===== config.mk =====
export PLATFORM = sky130hd
export DESIGN_NAME = ffa_ram
export DESIGN_NICKNAME = d
export VERILOG_FILES = /design/src/hw/rtl/ffa_ram.sv
export SDC_FILE = /design/constraint.sdc
export NUM_CORES = 1
export LEC_CHECK = 0
export BUFFER_PORTS_ARGS = -buffer_cell sky130_fd_sc_hd__buf_2
export CAP_MARGIN = 0
export CORE_MARGIN = 10
export CORE_UTILIZATION = 65
export CTS_BUF_LIST = sky130_fd_sc_hd__clkbuf_2
export DETAILED_ROUTE_END_ITERATION = 10
export GPL_TIMING_DRIVEN = 0
export PLACE_DENSITY = 0.84
export SLEW_MARGIN = 20
export SYNTH_ARGS = -nofsm -noshare
export SYNTH_HDL_FRONTEND = slang
export SYNTH_SLANG_ARGS = --single-unit
export TNS_END_PERCENT = 50

===== constraint.sdc =====
create_clock -name clk -period 3.75 [get_ports clk]
set_input_delay 0.5625 -clock clk [delete_from_list [all_inputs] [get_ports clk]]
set_output_delay 0.5625 -clock clk [all_outputs]
set_load 0.02 [all_outputs]

===== src/hw/rtl/ffa_ram.sv =====
// Generic simple dual-port RAM, one write and one registered read port.
module ffa_ram #(
	parameter int unsigned WIDTH = 8,
	parameter int unsigned DEPTH = 16
) (
	input  logic                                       clk,
	input  logic                                       wr_en,
	input  logic [((DEPTH > 1) ? $clog2(DEPTH) : 1)-1:0] wr_addr,
	input  logic [WIDTH-1:0]                           wr_data,
	input  logic                                       rd_en,
	input  logic [((DEPTH > 1) ? $clog2(DEPTH) : 1)-1:0] rd_addr,
	output logic [WIDTH-1:0]                           rd_data
);
	logic [WIDTH-1:0] mem_q [DEPTH];
	logic [WIDTH-1:0] rd_data_q;

	always_ff @(posedge clk) begin
		if (wr_en) begin
			mem_q[wr_addr] <= wr_data;
		end
		if (rd_en) begin
			rd_data_q <= mem_q[rd_addr];
		end
	end

	assign rd_data = rd_data_q;
endmodule


======== After elaboration in Yosys (flattened, before gate mapping) ========
Memories as Yosys holds them, arrays and structs flattened. A register that Yosys moved wholly into a read port is not among the register bits.
Cells that the tools add are included.
cells by class
  muxes and demuxes ....................... 2
operators by type and width
  operator  number
  $mux 1    2
storage, ports and cells
  flip-flop bits (word level) ............. 0
  memory bits (writable) .................. 128
  bits of input ports ..................... 19
  output and inout bits ................... 8
  logic and storage cells ................. 3
  memories kept ........................... 1
memory list
  name   words  width  rd ports  clocked after Yosys merged registers in  wr ports  RTL line  RTL
  mem_q  16     8      1         1                                        1         14        logic [WIDTH-1:0] mem_q [DEPTH];

======== Logic depth before layout (Yosys ltp) ========
Gate-level depths: netlist of the first run.
  word-level depth ........................ 2
  mapped depth ............................ 5
  depth with buffers taken out ............ 3

======== Worst setup path after synthesis of the first run ========
No wires, ideal clock.
  path type ............................... input -> register
  start point ............................. in wr_addr[2] (netlist bit)
  end point ............................... mem mem_q[0][0], enable pin
  library setup time ...................... 0.383 ns
  arrival ................................. 1.672 ns
  data required time ...................... 3.367 ns
  path slack .............................. 1.695 ns
  cell stages on the path ................. 2
  path buffers ............................ 0
  path through ............................ or3b_2 nor3_1
RTL lines
  item         RTL line  RTL
  from (decl)  8         input logic [((DEPTH > 1) ? $clog2(DEPTH) : 1)-1:0] wr_addr,
  to (decl)    14
No word-level cell before the write port.

======== Final worst setup path of the first run ========
  start point ............................. reg rd_data_q[3] (netlist: rd_data[3]) (read register of mem_q)
  end point ............................... out rd_data[3]
RTL lines
  item         RTL line  RTL
  from (decl)  15        logic [WIDTH-1:0] rd_data_q;
  to (decl)    12        output logic [WIDTH-1:0] rd_data
No word-level cell between the ends.

==> results of run 1 <==
==> through the flow <==
step | hold slack, ns | setup WS, ns | instances
6_report | 0.246 | 1.97 | 387
5_1_grt | 0.165 | 1.84 | 387
3_3_place_gp | 0.732 | 1.19 | 356
2_1_floorplan | 0.661 | 1.69 | 229
3_5_place_dp | 0.748 | 1.41 | 356
4_1_cts | 0.192 | 1.91 | 387
==> state kept, by name, indices dropped and copies added, names as in the netlist <==
register	cells
mem_q	128
rd_data	8
==> power groups by stage <==
stage / combinational, uW / sequential [uW] / clock, uW
2_1_floorplan: 86.4 / 1760 / 0
4_1_cts: 170 / 1720 / 736
3_3_place_gp: 160 / 1750 / 0
6_report: 169 / 1720 / 716
5_1_grt: 182 / 1720 / 814
3_5_place_dp: 170 / 1750 / 0
==> worst max-delay path by stage <==
| stage | startpoint | endpoint | cells past startpoint |
|---|---|---|---|
| 2_1_floorplan | wr_addr[2] | mem_q[0][0]$_DFFE_PP_ | 2 |
| 3_3_place_gp | wr_addr[2] | mem_q[0][3]$_DFFE_PP_ | 3 |
| 3_5_place_dp | wr_addr[3] | mem_q[4][7]$_DFFE_PP_ | 3 |
| 4_1_cts | rd_data[3]$_DFFE_PP_ | rd_data[3] | 1 |
| 5_1_grt | rd_data[2]$_DFFE_PP_ | rd_data[2] | 1 |
| 6_report | rd_data[3]$_DFFE_PP_ | rd_data[3] | 1 |
==> synthesized netlist by cell type <==
cell type	count
nand3b_1	2
and2b_1	1
a22oi_1	16
nor3_1	4
mux4_2	18
nand3_1	1
and2_1	1
buf_6	3
nor2b_1	1
nand2_1	9
buf_4	1
clkdlybuf4s25_2	3
mux4_1	14
buf_2	3
edfxtp_1	136
or3b_2	1
nor2_1	13
nand2b_1	2
==> kinds of logic (layout without fill, tap and decap cells) <==
kind of cell	count (synthesis)	in the layout
AOI/OAI and AO/OA	16	16
buffers and inverters	10	66
DFF	136	136
muxes	32	32
and+or+nand+nor	35	35
==> per-layer routing <==
| metal | up-vias | GRT usage (%) | wire (um) | part of all wire [%] |
|---|---|---|---|---|
| li1 | 1071 | - | - | - |
| met2 | 129 | 26.9 | 4810 | 49 |
| met4 | 0 | 5.58 | 145 | 1.5 |
| met5 | - | 0 | 0 | 0 |
| met1 | 1256 | 23.1 | 3910 | 40 |
| met3 | 16 | 7.08 | 901 | 9.2 |
==> area by class of cell <==
cell class | count | area [um2] | area share (%)
clock inverters | 13 | 108 | 1.89
well taps | 102 | 128 | 2.24
clock buffers | 18 | 90.1 | 1.58
flip-flops and latches | 136 | 4080 | 71.7
repair buffers | 25 | 125 | 2.20
plain buffers | 10 | 86.3 | 1.52
multi-input cells | 83 | 1080 | 18.9
==> qor.txt, run 1 <==
Lkg Pwr: 0.00188 uW
average instance area after synthesis: 22.8 um2
CP Cell Sequence: buf_2
max-capacitance violation count: 0
CP startpoint kind: flop
net count after synthesis: 248
Psw: 594 uW
RSZ-0062 raised after global routing: false
Internal: 2010 uW
commonest non-fill, non-tap cells in the layout: edfxtp_1 (136), buf_2 (28), mux4_2 (18), clkbuf_2 (18), a22oi_1 (16)
Port Buffers: 25
FF-to-FF Start: mem_q[5][1]$_DFFE_PP_
Seq/Total Area, Yosys: 78.1%
Slowest-stage cell, CP: edfxtp_1
outcome: complete, no violations
top-area cell type share of the netlist area: 78.1%
Final Wtd Congestion: 0.735
Final period util: 47.4%
post-synthesis cell area: 5230 um2
combinational fraction of design power: 6.5%
CTS tree: done
Synth Area in Simple Gates: 3.14%
HP Start: rd_en
R2R setup slack: 2.21 ns
ranking of synthesized cells by area: edfxtp_1 (78%), mux4_2 (7.8%), mux4_1 (7.0%)
Final TNS setup: 0 ns
largest net degree at the start of global routing: 17
critical path data arrival time: 1.22 ns
Hold Path Depth: 1
Post-Synth Adder-Cell Area: 0%
number of synthesized register bits: 136
Placeable Area: 7770 um2
Ys Warns: 0
WHS Endpoint: rd_data[2]$_DFFE_PP_
xor/xnor share of the synthesized area: 0%
Yosys cell types: 18
slowest stage delay, CP: 0.41 ns
IO Count: 27
via/cell ratio: 6.39
H-tree depth: 4
Area growth syn-to-layout: 9.00%
Crit. End Element: output pin
Die Ht: 110 um
drt pass-1 iters: 5
worst flop-to-flop path endpoint: rd_data[1]$_DFFE_PP_
DP HPWL: 6.57 mm
# resized after CTS: 0
starting density of the core: 67.3%
CTS Buffer Depth: 2
Worst Tran Pin Value: 0.791 ns
final instance area: 5700 um2
GRT Total Usage: 17.7%
power per cell area: 457 nW/um2
leading area contributor after synthesis: edfxtp_1
clock sink total: 136
Post-DRT Antenna Nets: 0
Sw Share: 22.8%
Placed Area: 5500 um2
final setup vio count: 0
routed vias: 2472
Crit Path Category: reg2out
nets@finish: 292
VDD IR-drop max: 0.000280 V
Site Rows: 32
share of post-route cells with drive strength above 1: 30.9%
hold crit path type: in2reg
initial antenna violation count: 0
Max Clk Rate: 562 MHz
CTS buffer count: 17
# fillers: 453
root buf cell: clkbuf_2
Final min period: 1.78 ns
Reg power frac: 66.0%
Final Slew Violations: 0
die area: 12000 um2
DRT Wirelength: 9.76 mm
DRC: 0
number of diodes: 0
post-synthesis compound-gate area fraction: 2.30%
global-route wire length before repair: 14.8 mm
total gr overflow: 0
Worst Path Max Fanout: 1
Cells after Synth: 229
largest family of logic cells by synthesized area: multiplexers
vias in the first global route: 2514
CP top delay family: flip-flops
WP data required: 3.19 ns
buffer and inverter count on the worst path: 1
Rel. slew slack: 47.1%
Power, Total: 2600 uW
Setup Fix Bufs, Post-CTS: 0
clock skew: 0.0332 ns
post-layout util: 73.4%
Hold Violations, Final: 0
Worst R2R Path Depth: 3
post-synthesis mux area share: 14.8%
DIE WIDTH: 110 um
DR WL/cell: 25.2 um
Clock power frac: 27.5%
worst skew pair latency: 0.65 ns
cts hold-fix bufs: 0
Worst-path clk slew: 0.20 ns
DR iter-0 viols: 151
commonest non-fill, non-tap cell in the layout: edfxtp_1
(Power assumes the default switching activity.)
==> run 2, diff against run 1 <==
--- a/config.mk
+++ b/config.mk
@@ -8,11 +8,11 @@
 export BUFFER_PORTS_ARGS = -buffer_cell sky130_fd_sc_hd__buf_2
 export CAP_MARGIN = 0
 export CORE_MARGIN = 10
-export CORE_UTILIZATION = 65
+export CORE_UTILIZATION = 63
 export CTS_BUF_LIST = sky130_fd_sc_hd__clkbuf_2
 export DETAILED_ROUTE_END_ITERATION = 10
 export GPL_TIMING_DRIVEN = 0
-export PLACE_DENSITY = 0.84
+export PLACE_DENSITY = 0.82
 export SLEW_MARGIN = 20
 export SYNTH_ARGS = -nofsm -noshare
 export SYNTH_HDL_FRONTEND = slang
==> constraint.sdc (replaced) <==
create_clock -name clk -period 1.8 [get_ports clk]
set_input_delay 0.27 -clock clk [delete_from_list [all_inputs] [get_ports clk]]
set_output_delay 0.27 -clock clk [all_outputs]
set_load 0.02 [all_outputs]
==> run 2 against run 1 <==
Net effect:
- first-iteration DRC count is 55% higher
- clock power is 110% higher
- critical path type is now reg2reg
- sequential power grew 110%
- core utilization decreased by 2.1 points
- register-to-register slack got worse by 2.0 ns
- sequential cell count stayed put
- largest cell class unchanged
- critical path depth is 2 higher
- die area rose by 2.6%
- worst setup slack got worse by 1.7 ns
- cell count increased by 3.4%
- sequential share of layout area fell by 1.2 points
==> qor.txt, run 2 (synthesis gave the netlist of run 1 again) <==
Worst Tran Pin Value: 0.892 ns (+0.101 ns)
# resized after CTS: 0 (unchanged)
cts hold-fix bufs: 9 (+9)
max-capacitance violation count: 0 (unchanged)
post-layout util: 71.2% (-2.1 points)
setup slack after layout: 0.257 ns (-1.71 ns)
outcome: complete, no violations
DP HPWL: 6.35 mm (-3.3%)
DIE WIDTH: 111 um (+1.3%)
WP data required: 2.24 ns (-0.95 ns)
DRC: 0 (unchanged)
Finished Layout Cells: 400 (+3.4%)
via/cell ratio: 6.41 (+0.35%)
Die Ht: 111 um (+1.3%)
Area growth syn-to-layout: 10.8%
DRT Wirelength: 9.89 mm (+1.3%)
hold crit path type: in2reg
dpl cells: 359 (+0.84%)
largest net degree at the start of global routing: 17 (unchanged)
global-route wire length before repair: 15.2 mm (+2.7%)
Port Buffers: 25 (unchanged)
Worst-path clk slew: 0.19 ns (about the same)
CP startpoint kind: flop
initial antenna violation count: 0 (unchanged)
Crit. End Element: flop
buffer and inverter count on the worst path: 0 (-1)
final setup vio count: 0 (unchanged)
worst skew pair latency: 0.65 ns (about the same)
Final Slew Violations: 0 (unchanged)
Hold Violations, Final: 0 (unchanged)
combinational fraction of design power: 6.7% (+0.2 points)
nets@finish: 301 (+3.1%)
total gr overflow: 0 (unchanged)
drt pass-1 iters: 5 (unchanged)
H-tree depth: 4 (unchanged)
clock sink total: 136 (unchanged)
Final period util: 85.7%
vias in the first global route: 2562 (+1.9%)
Setup Fix Bufs, Post-CTS: 0 (unchanged)
Crit Path Category: reg2reg
slowest stage delay, CP: 0.56 ns (+0.15 ns)
DR WL/cell: 24.7 um (-2.0%)
Reg power frac: 65.8% (-0.2 points)
Site Rows: 33 (+3.1%)
die area: 12300 um2 (+2.6%)
GR met1 Demand/Resource: 21.1% (-2.0 points)
CTS tree: done
power per cell area: 940 nW/um2 (+110%)
Setup Slack @ Placement: -0.146 ns (-1.55 ns)
Final min period: 1.54 ns
commonest non-fill, non-tap cell in the layout: edfxtp_1
VDD IR-drop max: 0.000514 V (+83%)
RSZ-0062 raised after global routing: false
Lkg Pwr: 0.00192 uW (+2.3%)
DR iter-0 viols: 234 (+55%)
CTS buffer count: 17 (unchanged)
CP top delay family: multiplexers
met2 Usage GRT: 26.1% (-0.82 points)
starting density of the core: 64.3% (-3.0 points)
Max Clk Rate: 648 MHz
Clock power frac: 27.5% (about the same)
Psw: 1240 uW (+110%)
Placeable Area: 8130 um2 (+4.7%)
CP Cell Sequence: mux4_1 -> a22oi_1 -> nand2_1
Slowest-stage cell, CP: mux4_1
max reg flops: 128 (unchanged)
routed vias: 2564 (+3.7%)
Post-DRT Antenna Nets: 0 (unchanged)
Sw Share: 22.9% (+0.031 points)
Top reg by flops: mem_q
grt peak-use layer: met2
IO Count: 27 (unchanged)
Rel. slew slack: 40.3% (-6.8 points)
root buf cell: clkbuf_2
CTS Buffer Depth: 2 (unchanged)
commonest non-fill, non-tap cells in the layout: edfxtp_1 (136), buf_2 (28), mux4_2 (18), clkbuf_2 (18), a22oi_1 (16)
clock skew: 0.0299 ns (-0.00332 ns)
share of post-route cells with drive strength above 1: 29.8% (-1.0 points)
GRT Total Usage: 16.5% (-1.2 points)
Internal: 4200 uW (+110%)
Final Wtd Congestion: 0.701 (-4.7%)
critical path data arrival time: 1.98 ns (+0.76 ns)
number of diodes: 0 (unchanged)
Worst Path Max Fanout: 1 (unchanged)
M3 GR Usage: 5.30% (-1.8 points)
[run 2: cell count changes in the layout (fill, tap and decap cells not counted), sizes merged]
cell | before | now
clkinv | 8 | 10
dlygate4sd3 | 0 | 9
clkinvlp | 3 | 2
[run 2: worst paths after layout]
check	cells after the start	endpoint	slack (ns)	startpoint
setup / recovery	3	rd_data[0]$_DFFE_PP_	0.26	mem_q[5][0]$_DFFE_PP_
hold / removal	2	mem_q[0][2]$_DFFE_PP_	0.15	wr_addr[1]
setup reg to reg	3	rd_data[0]$_DFFE_PP_	0.26	mem_q[5][0]$_DFFE_PP_
hold reg to reg	3	rd_data[5]$_DFFE_PP_	0.79	mem_q[8][5]$_DFFE_PP_
[run 2: area by class of cell]
cell class	count	area, um2
clock buffer	18	90.1
timing repair buffer	34	215
fill	452	2340
clock inverter	14	109
buffer	10	86.3
sequential	136	4080
multi-input combinational	83	1080
tap	105	131
[run 2: layer usage]
| metal | vias to the layer above | share of wire (%) |
|---|---|---|
| met5 | - | 0 |
| met4 | 0 | 1.4 |
| li1 | 1094 | - |
| met1 | 1328 | 40 |
| met3 | 13 | 8.5 |
| met2 | 129 | 50 |
[run 2: power by group through the flow]
| stage | Clock, uW | Sequential (uW) | Combinational (uW) |
|---|---|---|---|
| 2_1_floorplan | 0 | 3670 | 180 |
| 4_1_cts | 1520 | 3580 | 367 |
| 3_3_place_gp | 0 | 3640 | 334 |
| 6_report | 1500 | 3580 | 366 |
| 5_1_grt | 1680 | 3590 | 394 |
| 3_5_place_dp | 0 | 3650 | 351 |
[run 2: through the flow]
stage / hold WS [ns] / setup TNS, ns / area, um2 / total power, uW
after global routing: 0.0924 / 0 / 5790 / 5660
after CTS: 0.0892 / 0 / 5790 / 5470
after floorplan: 0.369 / 0 / 5230 / 3850
after global placement: 0.605 / -9.62 / 5480 / 3980
final: 0.153 / 0 / 5790 / 5440
after detailed placement: 0.622 / -3.96 / 5500 / 4000
